**src/rtl/fmvsw_pkg.sv**
```systemverilog
// Shared types, constants and tables for the FM chip volume shadow writer.
`default_nettype none

package fmvsw_pkg;

  localparam logic [1:0] REQ_WRITE  = 2'd0;
  localparam logic [1:0] REQ_VOLUME = 2'd1;
  localparam logic [1:0] REQ_MUTE   = 2'd2;

  localparam logic [1:0] LOAD_PASS = 2'd0;
  localparam logic [1:0] LOAD_MIX  = 2'd1;
  localparam logic [1:0] LOAD_SLOT = 2'd2;

  localparam logic [8:0] MIXER_ADDR  = 9'h007;
  localparam logic [7:0] MIXER_RESET = 8'h3F;
  localparam logic [7:0] MIXER_MUTE  = 8'h3F;
  localparam logic [7:0] TL_RESET    = 8'h7F;
  localparam logic [6:0] LEVEL_MAX   = 7'h7F;
  localparam logic [3:0] TL_GROUP    = 4'h4;
  localparam logic [5:0] ALG_GROUP   = 6'b101100;
  localparam logic signed [7:0] MUTE_VOLUME = -8'sd127;
  localparam logic [2:0] LAST_MUTE_CH = 3'd5;

  typedef struct packed {
    logic [1:0]        req_type;
    logic [8:0]        reg_addr;
    logic [7:0]        reg_data;
    logic [2:0]        channel;
    logic signed [7:0] volume;
    logic              mute_on;
  } req_beat_t;

  typedef struct packed {
    logic [8:0] out_addr;
    logic [7:0] out_data;
    logic       last_write;
  } wr_beat_t;

  typedef struct packed {
    logic       capture;
    logic       shadow_wr;
    logic       load;
    logic [1:0] sel;
    logic [1:0] slot;
    logic [2:0] idx;
    logic       mute_mode;
    logic       last;
  } cmd_t;

  typedef struct packed {
    logic enable;
    logic out_free;
    logic mask_bit;
  } sts_t;

  function automatic logic [3:0] carrier_mask(input logic [2:0] alg);
    case (alg)
      3'd0, 3'd1, 3'd2, 3'd3: carrier_mask = 4'h8;
      3'd4:                   carrier_mask = 4'hC;
      3'd5, 3'd6:             carrier_mask = 4'hE;
      default:                carrier_mask = 4'hF;
    endcase
  endfunction

endpackage

`default_nettype wire

```
**src/rtl/fmvsw_ctrl.sv**
```systemverilog
// Request sequencer: walks pass-through, mixer and carrier-slot writes.
`default_nettype none

module fmvsw_ctrl (
  input  wire logic             clk,
  input  wire logic             rst,
  input  wire logic             req_valid,
  input  wire logic [1:0]       req_type,
  output logic                  req_stall,
  output fmvsw_pkg::cmd_t       cmd,
  input  wire fmvsw_pkg::sts_t  sts
);

  localparam logic [1:0] ST_IDLE = 2'd0;
  localparam logic [1:0] ST_PASS = 2'd1;
  localparam logic [1:0] ST_MIX  = 2'd2;
  localparam logic [1:0] ST_SLOT = 2'd3;

  logic [1:0] state, state_next;
  logic [1:0] slot, slot_next;
  logic [2:0] idx, idx_next;
  logic       mute_mode, mute_mode_next;
  logic       accept;
  logic       done;

  assign req_stall = (state != ST_IDLE);
  assign accept    = req_valid && !req_stall;
  assign done      = (slot == 2'd3) && (!mute_mode || idx == fmvsw_pkg::LAST_MUTE_CH);

  always_comb begin
    state_next     = state;
    slot_next      = slot;
    idx_next       = idx;
    mute_mode_next = mute_mode;
    cmd            = '0;
    cmd.capture    = accept;
    cmd.slot       = slot;
    cmd.idx        = idx;
    cmd.mute_mode  = mute_mode;
    case (state)
      ST_IDLE: begin
        if (accept && sts.enable) begin
          cmd.shadow_wr = (req_type == fmvsw_pkg::REQ_WRITE);
          slot_next      = 2'd0;
          idx_next       = 3'd0;
          case (req_type)
            fmvsw_pkg::REQ_WRITE: state_next = ST_PASS;
            fmvsw_pkg::REQ_VOLUME: begin
              state_next     = ST_SLOT;
              mute_mode_next = 1'b0;
            end
            fmvsw_pkg::REQ_MUTE: begin
              state_next     = ST_MIX;
              mute_mode_next = 1'b1;
            end
            default: state_next = ST_IDLE;
          endcase
        end
      end
      ST_PASS: begin
        cmd.sel  = fmvsw_pkg::LOAD_PASS;
        cmd.last = 1'b1;
        if (sts.out_free) begin
          cmd.load   = 1'b1;
          state_next = ST_IDLE;
        end
      end
      ST_MIX: begin
        cmd.sel = fmvsw_pkg::LOAD_MIX;
        if (sts.out_free) begin
          cmd.load   = 1'b1;
          state_next = ST_SLOT;
        end
      end
      ST_SLOT: begin
        cmd.sel  = fmvsw_pkg::LOAD_SLOT;
        cmd.last = done;
        if (!sts.mask_bit || sts.out_free) begin
          cmd.load = sts.mask_bit;
          if (slot == 2'd3) begin
            slot_next = 2'd0;
            if (done) begin
              state_next = ST_IDLE;
            end else begin
              idx_next = idx + 3'd1;
            end
          end else begin
            slot_next = slot + 2'd1;
          end
        end
      end
      default: state_next = ST_IDLE;
    endcase
  end

  always_ff @(posedge clk) begin
    if (rst) begin
      state     <= ST_IDLE;
      slot      <= 2'd0;
      idx       <= 3'd0;
      mute_mode <= 1'b0;
    end else begin
      state     <= state_next;
      slot      <= slot_next;
      idx       <= idx_next;
      mute_mode <= mute_mode_next;
    end
  end

endmodule

`default_nettype wire

```
**src/rtl/fmvsw_datapath.sv**
```systemverilog
// Shadow registers, level arithmetic and output beat register.
`default_nettype none

module fmvsw_datapath (
  input  wire logic                 clk,
  input  wire logic                 rst,
  input  wire logic                 cfg_wr_en,
  input  wire logic                 cfg_wr_data,
  input  wire fmvsw_pkg::req_beat_t req,
  input  wire fmvsw_pkg::cmd_t      cmd,
  output fmvsw_pkg::sts_t           sts,
  output logic                      wr_valid,
  input  wire logic                 wr_stall,
  output fmvsw_pkg::wr_beat_t       wr
);

  logic       chip_enable;
  logic [7:0] tl_shadow [32];
  logic [7:0] alg_shadow [8];
  logic [7:0] mixer_shadow;

  logic [8:0]        addr_q;
  logic [7:0]        data_q;
  logic [2:0]        ch_q;
  logic signed [7:0] vol_q;
  logic              mute_q;

  logic [2:0]        ch_sel;
  logic signed [7:0] vol_sel;
  logic [3:0]        mask;
  logic [6:0]        tl7;
  logic [9:0]        diff;
  logic [6:0]        level;
  fmvsw_pkg::wr_beat_t beat;

  assign ch_sel  = cmd.mute_mode ? {cmd.idx[0], cmd.idx[2:1]} : ch_q;
  assign vol_sel = cmd.mute_mode ? (mute_q ? fmvsw_pkg::MUTE_VOLUME : 8'sd0) : vol_q;
  assign mask    = fmvsw_pkg::carrier_mask(alg_shadow[ch_sel][2:0]);
  assign tl7     = tl_shadow[{ch_sel[2], cmd.slot, ch_sel[1:0]}][6:0];
  assign diff    = {3'b000, tl7} - {{2{vol_sel[7]}}, vol_sel};

  always_comb begin
    if (diff[9]) begin
      level = 7'd0;
    end else if (diff[8:7] != 2'b00) begin
      level = fmvsw_pkg::LEVEL_MAX;
    end else begin
      level = diff[6:0];
    end
  end

  always_comb begin
    beat.last_write = cmd.last;
    case (cmd.sel)
      fmvsw_pkg::LOAD_PASS: begin
        beat.out_addr = addr_q;
        beat.out_data = data_q;
      end
      fmvsw_pkg::LOAD_MIX: begin
        beat.out_addr = fmvsw_pkg::MIXER_ADDR;
        beat.out_data = mute_q ? fmvsw_pkg::MIXER_MUTE : mixer_shadow;
      end
      default: begin
        beat.out_addr = {ch_sel[2], fmvsw_pkg::TL_GROUP, cmd.slot, ch_sel[1:0]};
        beat.out_data = {1'b0, level};
      end
    endcase
  end

  assign sts.enable   = chip_enable;
  assign sts.out_free = !wr_valid || !wr_stall;
  assign sts.mask_bit = mask[cmd.slot];

  always_ff @(posedge clk) begin
    if (rst) begin
      chip_enable <= 1'b0;
    end else if (cfg_wr_en) begin
      chip_enable <= cfg_wr_data;
    end
  end

  always_ff @(posedge clk) begin
    if (rst) begin
      mixer_shadow <= fmvsw_pkg::MIXER_RESET;
      for (int i = 0; i < 32; i++) begin
        tl_shadow[i] <= fmvsw_pkg::TL_RESET;
      end
      for (int i = 0; i < 8; i++) begin
        alg_shadow[i] <= 8'h00;
      end
    end else if (cmd.shadow_wr) begin
      if (req.reg_addr == fmvsw_pkg::MIXER_ADDR) begin
        mixer_shadow <= req.reg_data;
      end else if (req.reg_addr[7:4] == fmvsw_pkg::TL_GROUP) begin
        tl_shadow[{req.reg_addr[8], req.reg_addr[3:0]}] <= req.reg_data;
      end else if (req.reg_addr[7:2] == fmvsw_pkg::ALG_GROUP) begin
        alg_shadow[{req.reg_addr[8], req.reg_addr[1:0]}] <= req.reg_data;
      end
    end
  end

  always_ff @(posedge clk) begin
    if (cmd.capture) begin
      addr_q <= req.reg_addr;
      data_q <= req.reg_data;
      ch_q   <= req.channel;
      vol_q  <= req.volume;
      mute_q <= req.mute_on;
    end
  end

  always_ff @(posedge clk) begin
    if (rst) begin
      wr_valid <= 1'b0;
    end else if (cmd.load) begin
      wr_valid <= 1'b1;
    end else if (!wr_stall) begin
      wr_valid <= 1'b0;
    end
  end

  always_ff @(posedge clk) begin
    if (cmd.load) begin
      wr <= beat;
    end
  end

endmodule

`default_nettype wire

```
**src/rtl/fm_chip_volume_shadow_writer.sv**
```systemverilog
// Top level of the FM chip volume shadow writer.
// First write: the PASS, MIX or SLOT state entered on the request loads the first
// chip write beat once the output is free; set volume first skips non-carrier slots.
// Requests: one at a time; a register write passes through the PASS state, set volume
// walks the four slots of its channel, writing each carrier slot, and mute writes the
// mixer and then walks the four slots of six channels; output stalls hold any of them.
// The output register lets the next request be taken while the last beat waits.
// Reset: synchronous; clears the enable, restores all shadows and empties the output.
`default_nettype none

module fm_chip_volume_shadow_writer (
  input  wire logic                 clk,
  input  wire logic                 rst,
  input  wire logic                 cfg_wr_en,
  input  wire logic                 cfg_wr_data,
  input  wire logic                 req_valid,
  output logic                      req_stall,
  input  wire fmvsw_pkg::req_beat_t req,
  output logic                      wr_valid,
  input  wire logic                 wr_stall,
  output fmvsw_pkg::wr_beat_t       wr
);

  fmvsw_pkg::cmd_t cmd;
  fmvsw_pkg::sts_t sts;

  fmvsw_ctrl u_ctrl (
    .clk       (clk),
    .rst       (rst),
    .req_valid (req_valid),
    .req_type  (req.req_type),
    .req_stall (req_stall),
    .cmd       (cmd),
    .sts       (sts)
  );

  fmvsw_datapath u_datapath (
    .clk         (clk),
    .rst         (rst),
    .cfg_wr_en   (cfg_wr_en),
    .cfg_wr_data (cfg_wr_data),
    .req         (req),
    .cmd         (cmd),
    .sts         (sts),
    .wr_valid    (wr_valid),
    .wr_stall    (wr_stall),
    .wr          (wr)
  );

endmodule

`default_nettype wire

```
**config.mk**
```make
export PLATFORM = sky130hd
export DESIGN_NAME = fm_chip_volume_shadow_writer
export DESIGN_NICKNAME = d
export VERILOG_FILES = /design/src/rtl/fmvsw_pkg.sv /design/src/rtl/fmvsw_ctrl.sv /design/src/rtl/fmvsw_datapath.sv /design/src/rtl/fm_chip_volume_shadow_writer.sv
export SDC_FILE = /design/constraint.sdc
export NUM_CORES = 1
export LEC_CHECK = 0
export ABC_AREA = 1
export ABC_CLOCK_PERIOD_IN_PS = 8090
export BUFFER_PORTS_ARGS = -buffer_cell sky130_fd_sc_hd__buf_2
export CORE_MARGIN = 1.5
export CORE_UTILIZATION = 55
export DETAILED_ROUTE_END_ITERATION = 8
export PLACE_DENSITY_LB_ADDON = 0.1
export SYNTH_ARGS = -nofsm -noshare
export SYNTH_HDL_FRONTEND = slang
export SYNTH_SLANG_ARGS = --single-unit
```
**constraint.sdc**
```tcl
create_clock -name clk -period 8.09 [get_ports clk]
set_input_delay 0.809 -clock clk [delete_from_list [all_inputs] [get_ports clk]]
set_output_delay 0.809 -clock clk [all_outputs]
set_load 0.02 [all_outputs]
```
==> results of run 1 <==
==> cells by family after synthesis <==
logic type | after synthesis | share of synthesized area, %
flops | 313 | 63.1
simple gates | 707 | 19.7
compound gates | 245 | 9.89
buf+inv | 180 | 5.27
fa+ha+maj | 20 | 1.76
xor+xnor | 5 | 0.300
==> routing by layer <==
metal | share of wire, % | up-vias
li1 | - | 5089
met1 | 40 | 5261
met2 | 46 | 574
met3 | 9.7 | 91
met4 | 3.8 | 0
met5 | 0 | -
==> flip-flops by register name, indices dropped and copies added, names as in the netlist <==
| name | cells |
|---|---|
| u_datapath.alg_shadow | 24 |
| u_datapath.tl_shadow | 224 |
| u_ctrl.slot | 2 |
| u_ctrl.idx | 3 |
| u_ctrl.state | 2 |
| u_datapath.wr_valid | 1 |
| u_datapath.ch_q | 3 |
| u_datapath.data_q | 8 |
| u_datapath.addr_q | 9 |
| u_datapath.vol_q | 8 |
| u_datapath.mixer_shadow | 8 |
| u_ctrl.mute_mode | 1 |
| u_datapath.mute_q | 1 |
| u_datapath.wr | 18 |
| u_datapath.chip_enable | 1 |
==> cell usage after synthesis (15+ instances only) <==
cell | count | area, um^2
nand2_1 | 413 | 1550
edfxtp_1 | 295 | 8860
nor2_1 | 188 | 706
o21ai_0 | 136 | 681
inv_1 | 75 | 282
clkbuf_1 | 61 | 229
nand3_1 | 59 | 295
a21oi_1 | 28 | 140
o22ai_1 | 21 | 131
ha_1 | 19 | 238
o211ai_1 | 19 | 143
dfxtp_1 | 18 | 360
buf_2 | 15 | 75.1
o221ai_1 | 15 | 131
==> worst max-delay path: cells and delay by family, from the launching register on <==
family          cells  cell delay, ns
compound gates      9            1.66
simple gates        9            1.36
buf+inv             3            0.83
flops               1            0.58
fa+ha+maj           2            0.40
==> area by class of cell <==
| class | instances | area share [%] |
|---|---|---|
| clock buffer | 39 | 5.84 |
| clock inverter | 24 | 1.18 |
| inverter | 90 | 2.11 |
| multi-input combinational | 977 | 28.7 |
| sequential | 313 | 57.1 |
| tap | 335 | 2.60 |
| timing repair buffer | 71 | 2.43 |
==> how the worst max path moves through the flow <==
stage                                  startpoint                    endpoint  slack [ns]
floorplan           u_ctrl.mute_mode$_SDFFE_PP0P_  u_datapath.wr[7]$_DFFE_PP_        4.55
global placement    u_ctrl.mute_mode$_SDFFE_PP0P_  u_datapath.wr[7]$_DFFE_PP_        3.23
detailed placement  u_ctrl.mute_mode$_SDFFE_PP0P_  u_datapath.wr[6]$_DFFE_PP_        3.06
CTS                 u_ctrl.mute_mode$_SDFFE_PP0P_  u_datapath.wr[5]$_DFFE_PP_        3.04
global route        u_ctrl.mute_mode$_SDFFE_PP0P_  u_datapath.wr[6]$_DFFE_PP_        2.61
finish              u_ctrl.mute_mode$_SDFFE_PP0P_  u_datapath.wr[6]$_DFFE_PP_        2.97
==> power by group through the flow <==
stage          Combinational, mW  Sequential (mW)  Clock, mW
3_5_place_dp                1.00             1.94          0
6_report                    1.02             1.90       1.57
5_1_grt                     1.12             1.91       1.64
3_3_place_gp               0.988             1.94          0
2_1_floorplan              0.687             1.94          0
4_1_cts                     1.01             1.90       1.57
==> per-stage QoR <==
stage                     hold slack (ns)  util [%]  worst slack [ns]
after global placement              0.442      57.6              3.23
after detailed placement            0.449      57.6              3.06
after floorplan                     0.431         -              4.55
after global routing                0.451      61.9              2.61
after CTS                           0.450      61.9              3.04
final                               0.460      61.9              2.97
==> out/qor.tcl, run 1 <==
set qor(outcome) {finished, final reports clean}
set qor(detail_route.vias_per_cell) 5.96
set qor(grt_start_max_net_pins) 78
set qor(period_needed_ns) 5.12
set qor(slack_of_the_worst_reg_to_reg_path_ns) 2.97
set qor(clockRootBuffer) {clkbuf_16}
set qor(leakagePower_nw) 5.17
set qor(p_clk_share_pct) 34.9
set qor(irDropWorstVdd_mv) 0.330
set qor(use_met1_pct) 38.0
set qor(placementRows) 59
set qor(ctsLongestPathBuffers) 3
set qor(cell_breakdown_of_the_critical_path) {nand2_2 > nand2_4 > buf_4 > nand2_1 > a32o_1 > o211ai_1 > nand4_1 > o21ai_1 > inv_1 > ha_1 > inv_1 > fa_1 > a21oi_1 > o21ai_0 > a21oi_1 > o21ai_0 > nand2_1 > nand2_1 > nand2_1 > nand2_1 > nand2_1 > o21ai_0 > o21ai_0}
set qor(die_area_mm2) 0.0275
set qor(crit_path_max_fanout) 68
set qor(grt_antenna_before_repair) 0
set qor(timing.final.setup_violations) 0
set qor(groute.usage.overall_pct) 28.3
set qor(postLayoutCellArea_mm2) 0.0161
set qor(sequential_area_share_after_synthesis_pct) 63.1
set qor(min-delay-start) {u_datapath.mixer_shadow[7]$_SDFFE_PP0P_}
set qor(placeableCoreArea_mm2) 0.0261
set qor(dr.pass1.iters) 8
set qor(synthFlopType) {edfxtp_1}
set qor(n_antenna_cell) 0
set qor(grt_busiest_layer) {met2}
set qor(combined_area_of_the_multi_input_logic_cells_mm2) 0.00464
set qor(drt-initial-drc-count) 1329
set qor(drive_above_1_share_pct) 10.8
set qor(cts_sinks) 313
set qor(first_global_vias) 10500
set qor(place_inst) 1786
set qor(clock_insertion_delay_worst_skew_ns) 0.52
set qor(p_comb_share_pct) 22.8
set qor(synth_nets) 1527
set qor(power.total_mw) 4.49
set qor(dpl-instance-area_mm2) 0.0150
set qor(numPortBuffers) 56
set qor(timing.hold.worst.class) {reg -> reg}
set qor(drt.antenna.violating_nets) 0
set qor(slew_headroom_pct) 14.8
set qor(tritoncts_clock_tree) {yes}
set qor(worstHoldEndpoint) {u_datapath.mixer_shadow[7]$_SDFFE_PP0P_}
set qor(post_cts.resized_instances) 0
set qor(layout-area-overhead-vs-synth_pct) 10.5
set qor(crit_top_cell) {nand2_1}
set qor(max_cap_viol_count) 0
set qor(worst_ep_required_time_ns) 8.35
set qor(detailed_place_hpwl_um) 24700
set qor(die_w_um) 166
set qor(synth-async-reset-ratio_pct) 0
set qor(finish.net_count) 1545
set qor(endpoint_kind) {flip-flop}
set qor(initial_core_util_pct) 56.0
set qor(num-fill-cells) 2183
set qor(master_of_the_slowest_instance_on_the_critical_path) {buf_4}
set qor(timing.rr.end) {u_datapath.wr[6]$_DFFE_PP_}
set qor(pin_count) 57
set qor(power_frac_seq_pct) 42.3
set qor(worst_setup_path_type) {reg -> reg}
set qor(routed-via-count) 11000
set qor(grtUsageMet3_pct) 5.20
set qor(top_library_cells_by_usage_in_the_layout_fill_and_taps_aside) {412 x nand2_1, 295 x edfxtp_1, 188 x nor2_1}
set qor(final_min_period_over_clock_period_pct) 63.3
set qor(rsz0062_at_grt) {no}
set qor(cellPowerDensity_mw_per_mm2) 278
set qor(syn-instance-count) 1470
set qor(timing.final.hold_violations) 0
set qor(critical_path.reg2reg.startpoint) {u_ctrl.mute_mode$_SDFFE_PP0P_}
set qor(route.final.wire_length_um) 39000
set qor(ys_warn_count) 0
set qor(worst_slew_pin_slew_ns) 1.27
set qor(ctsHtreeMaxLevel) 2
set qor(layout.cells.most_common) {nand2_1}
set qor(max_stage_delay_ns) 0.68
set qor(cts_buffers) 35
set qor(synth.ff_latch_count) 313
set qor(netlist_area_mm2) 0.0146
set qor(worst-endpoint-arrival_ns) 5.39
set qor(report.final.slew_viol_count) 0
set qor(clock-skew-final_ns) 0.0153
set qor(netlist-cell-type-count) 45
set qor(grt.overflow.total) 0
set qor(clkTransAtPathRegs_ns) 0.06
set qor(avgRoutedWirePerCell_um) 21.1
set qor(worst-r2r-cell-count) 23
set qor(layoutNonFillerInstCount) 1849
set qor(drcViolationCount) 0
set qor(synth.avg_cell_area_um2) 9.93
set qor(switching_share_pct) 31.9
set qor(p_sw_mw) 1.43
set qor(setup_total_negative_slack_ns) 0
set qor(grt_first_pass_wirelength_um) 59600
set qor(timing.hold.worst_path_depth) 2
set qor(post-cts-setup-buffer-count) 0
set qor(die_height_um) 166
set qor(synth-edff-count) 295
set qor(internal_power_mw) 3.06
set qor(achievable-frequency_mhz) 195
set qor(grt_util_met2_pct) 45.9
set qor(place.gp.congestion) 0.890
set qor(critPathLaunchType) {flip-flop}
set qor(cts_hold_buffers) 0
set qor(seq_area_mm2) 0.00922
Power figures use the tool's default switching activity.
==> run 2: changes to the inputs <==
- ABC_CLOCK_PERIOD_IN_PS: 8090 -> 4200
- clock period: 8.09 -> 4.2 ns (I/O delays scaled with it)
==> run 2 against run 1 <==
First-iteration DRC count grew 15%; die area is the same; register-to-register slack lost 2.9 ns; largest cell class unchanged; worst hold slack lost 0.39 ns; sequential share of layout area shrank 1.2 points; final cell count grew 1.8%; non-clock buffer count grew 38; maximum frequency grew 23%; core utilization grew 1.4 points.
==> out/qor.tcl, run 2 (synthesis gave the netlist of run 1 again) <==
set qor(worst_hold_slack_ns) 0.0680 ;# was 0.460 ns
set qor(clkTransAtPathRegs_ns) 0.06 ;# about the same
set qor(clock_insertion_delay_worst_skew_ns) 0.53 ;# was 0.52 ns
set qor(cts_buffers) 35 ;# unchanged
set qor(timing.final.hold_violations) 0 ;# unchanged
set qor(timing.rr.end) {u_datapath.wr[7]$_DFFE_PP_} ;# was u_datapath.wr[6]$_DFFE_PP_
set qor(report.final.slew_viol_count) 0 ;# unchanged
set qor(irDropWorstVdd_mv) 0.481 ;# was 0.330 mV
set qor(timing.hold.worst.class) {in -> reg} ;# was reg -> reg
set qor(dpl-instance-area_mm2) 0.0153 ;# was 0.0150 mm^2
set qor(place.gp.congestion) 0.924 ;# was 0.890
set qor(crit_path_max_fanout) 54 ;# was 68
set qor(cell_breakdown_of_the_critical_path) {buf_4 > nand2_1 > o21ai_4 > buf_12 > o21ai_0 > o221ai_1 > o211ai_1 > nand4_1 > o21ai_1 > inv_1 > ha_1 > a21oi_1 > nand2_1 > nand2_1 > nand2_1 > a21oi_1 > o21ai_0 > nand2_1 > nand2_1 > nand2_1 > nand2_1 > o21ai_0 > o21ai_0} ;# was nand2_2 > nand2_4 > buf_4 > nand2_1 > a32o_1 > o211ai_1 > nand4_1 > o21ai_1 > inv_1 > ha_1 > inv_1 > fa_1 > a21oi_1 > o21ai_0 > a21oi_1 > o21ai_0 > nand2_1 > nand2_1 > nand2_1 > nand2_1 > nand2_1 > o21ai_0 > o21ai_0
set qor(final_min_period_over_clock_period_pct) 98.8 ;# was 63.3%
set qor(max_cap_viol_count) 0 ;# unchanged
set qor(die_height_um) 166 ;# unchanged
set qor(timing.hold.worst_path_depth) 1 ;# was 2
set qor(grt.overflow.total) 0 ;# unchanged
set qor(ctsLongestPathBuffers) 3 ;# unchanged
set qor(finish.net_count) 1583 ;# was 1545
set qor(p_sw_mw) 2.73 ;# was 1.43 mW
set qor(grt_first_pass_wirelength_um) 60200 ;# was 59600 um
set qor(numPortBuffers) 56 ;# unchanged
set qor(max_flop_register) {u_datapath.tl_shadow} ;# unchanged
set qor(die_w_um) 166 ;# unchanged
set qor(grt_start_max_net_pins) 64 ;# was 78
set qor(worst_ep_required_time_ns) 4.43 ;# was 8.35 ns
set qor(avgRoutedWirePerCell_um) 21.3 ;# was 21.1 um
set qor(slew_headroom_pct) 25.7 ;# was 14.8%
set qor(period_needed_ns) 4.15 ;# was 5.12 ns
set qor(placeableCoreArea_mm2) 0.0261 ;# unchanged
set qor(die_area_mm2) 0.0275 ;# unchanged
set qor(placementRows) 59 ;# unchanged
set qor(crit_top_cell) {nand2_1} ;# unchanged
set qor(cts_sinks) 313 ;# unchanged
set qor(switching_share_pct) 31.2 ;# was 31.9%
set qor(internal_power_mw) 6.03 ;# was 3.06 mW
set qor(detail_route.vias_per_cell) 5.97 ;# was 5.96
set qor(drt.antenna.violating_nets) 0 ;# unchanged
set qor(ctsHtreeMaxLevel) 2 ;# unchanged
set qor(master_of_the_slowest_instance_on_the_critical_path) {o221ai_1} ;# was buf_4
set qor(route.final.wire_length_um) 40100 ;# was 39000 um
set qor(n_antenna_cell) 0 ;# unchanged
set qor(initial_core_util_pct) 56.0 ;# unchanged
set qor(cts_hold_buffers) 0 ;# unchanged
set qor(routed-via-count) 11200 ;# was 11000
set qor(first_global_vias) 10300 ;# was 10500
set qor(clock-skew-final_ns) 0.0212 ;# was 0.0153 ns
set qor(detailed_place_hpwl_um) 25700 ;# was 24700 um
set qor(worst-endpoint-arrival_ns) 4.38 ;# was 5.39 ns
set qor(power_frac_seq_pct) 41.8 ;# was 42.3%
set qor(worst_setup_path_type) {reg -> reg} ;# unchanged
set qor(drt-initial-drc-count) 1532 ;# was 1329
set qor(largest_reg_flops) 224 ;# unchanged
set qor(dr.pass1.iters) 6 ;# was 8
set qor(top_library_cells_by_usage_in_the_layout_fill_and_taps_aside) {412 x nand2_1, 295 x edfxtp_1, 188 x nor2_1} ;# unchanged
set qor(grt_antenna_before_repair) 0 ;# unchanged
set qor(timing.final.setup_violations) 0 ;# unchanged
set qor(layout-area-overhead-vs-synth_pct) 12.9 ;# was 10.5%
set qor(groute.usage.overall_pct) 28.7 ;# was 28.3%
set qor(clockRootBuffer) {clkbuf_16} ;# unchanged
set qor(cellPowerDensity_mw_per_mm2) 531 ;# was 278 mW/mm^2
set qor(min-delay-start) {req[3]} ;# was u_datapath.mixer_shadow[7]$_SDFFE_PP0P_
set qor(worst-r2r-cell-count) 23 ;# unchanged
set qor(slack_of_the_worst_reg_to_reg_path_ns) 0.05 ;# was 2.97 ns
set qor(p_clk_share_pct) 34.0 ;# was 34.9%
set qor(critPathLaunchType) {flip-flop} ;# unchanged
set qor(worst_slew_pin_slew_ns) 1.10 ;# was 1.27 ns
set qor(postLayoutCellArea_mm2) 0.0165 ;# was 0.0161 mm^2
set qor(drive_above_1_share_pct) 12.7 ;# was 10.8%
set qor(leakagePower_nw) 5.38 ;# was 5.17 nW
set qor(drcViolationCount) 0 ;# unchanged
set qor(achievable-frequency_mhz) 241 ;# was 195 MHz
set qor(endpoint_kind) {flip-flop} ;# unchanged
set qor(outcome) {finished, final reports clean} ;# unchanged
set qor(top_flop_regs) {u_datapath.tl_shadow x224, u_datapath.alg_shadow x24, u_datapath.wr x18} ;# unchanged
set qor(path_delay_family) {compound AO/OA/AOI/OAI gates} ;# unchanged
set qor(pin_count) 57 ;# unchanged
set qor(tritoncts_clock_tree) {yes} ;# unchanged
set qor(p_comb_share_pct) 24.2 ;# was 22.8%
set qor(bufs_and_invs_on_worst_path) 3 ;# unchanged
set qor(max_stage_delay_ns) 0.39 ;# was 0.68 ns
set qor(critical_path.reg2reg.startpoint) {u_ctrl.mute_mode$_SDFFE_PP0P_} ;# unchanged
set qor(layout.cells.most_common) {nand2_1} ;# unchanged
set qor(worstHoldEndpoint) {u_datapath.vol_q[2]$_DFFE_PP_} ;# was u_datapath.mixer_shadow[7]$_SDFFE_PP0P_
[run 2: cell count changes in the layout (fill, tap and decap cells not counted), moves of 2 or more]
| cell | previous run | this run |
|---|---|---|
| clkbuf_16 | 36 | 38 |
| clkinv_2 | 5 | 1 |
| clkinv_1 | 13 | 7 |
| clkbuf_1 | 0 | 9 |
| o21ai_0 | 136 | 133 |
| o21ai_2 | 0 | 2 |
| buf_12 | 0 | 3 |
| buf_4 | 15 | 46 |
| buf_6 | 0 | 2 |
| clkinvlp_4 | 5 | 1 |
[run 2: metrics by stage]
stage | worst slack (ns) | setup TNS, ns | utilization [%] | power, mW | cells
after floorplan | 0.657 | 0 | - | 5.07 | 1470
after global placement | 0.190 | 0 | 58.8 | 5.71 | 1820
after detailed placement | 0.0809 | 0 | 58.8 | 5.73 | 1820
after CTS | 0.0349 | 0 | 63.0 | 8.69 | 1878
after global routing | -0.0283 | -0.0283 | 63.3 | 9.10 | 1882
final | 0.0486 | 0 | 63.3 | 8.77 | 1882
[run 2: area by class of cell]
class / count / area [um^2]
well taps: 335 / 419
inverters: 90 / 340
multi-input cells: 977 / 4650
clock inverters: 8 / 87.6
flip-flops and latches: 313 / 9220
clock buffers: 50 / 1010
repair buffers: 109 / 761
fillers: 2094 / 9560
[run 2: how the worst max path moves through the flow]
stage	start	endpoint	slack [ns]	cells past startpoint
6_report	u_ctrl.mute_mode$_SDFFE_PP0P_	u_datapath.wr[7]$_DFFE_PP_	0.05	23
5_1_grt	u_ctrl.mute_mode$_SDFFE_PP0P_	u_datapath.wr[7]$_DFFE_PP_	-0.03	24
4_1_cts	u_ctrl.mute_mode$_SDFFE_PP0P_	u_datapath.wr[7]$_DFFE_PP_	0.03	22
3_5_place_dp	u_ctrl.mute_mode$_SDFFE_PP0P_	u_datapath.wr[7]$_DFFE_PP_	0.08	21
3_3_place_gp	u_ctrl.mute_mode$_SDFFE_PP0P_	u_datapath.wr[7]$_DFFE_PP_	0.19	21
2_1_floorplan	u_ctrl.mute_mode$_SDFFE_PP0P_	u_datapath.wr[7]$_DFFE_PP_	0.66	26
[run 2: what timing repair did]
action	CTS	global route
setup endpoints to repair	0	7
resized for setup	0	11
setup buffers	0	3
[run 2: metal layers]
metal | vias to the layer above | share of wire, % | global-route usage [%]
li1 | 5153 | - | -
met1 | 5426 | 42 | 40.4
met2 | 559 | 47 | 45.9
met3 | 89 | 8.2 | 4.65
met4 | 0 | 3.0 | 9.67
met5 | - | 0 | 0
[run 2: power by group through the flow]
stage          clock, mW  combinational [mW]  sequential [mW]
2_1_floorplan          0                1.32             3.75
3_3_place_gp           0                1.98             3.72
3_5_place_dp           0                2.01             3.72
4_1_cts             3.01                2.02             3.66
5_1_grt             3.13                2.30             3.67
6_report            2.98                2.12             3.66
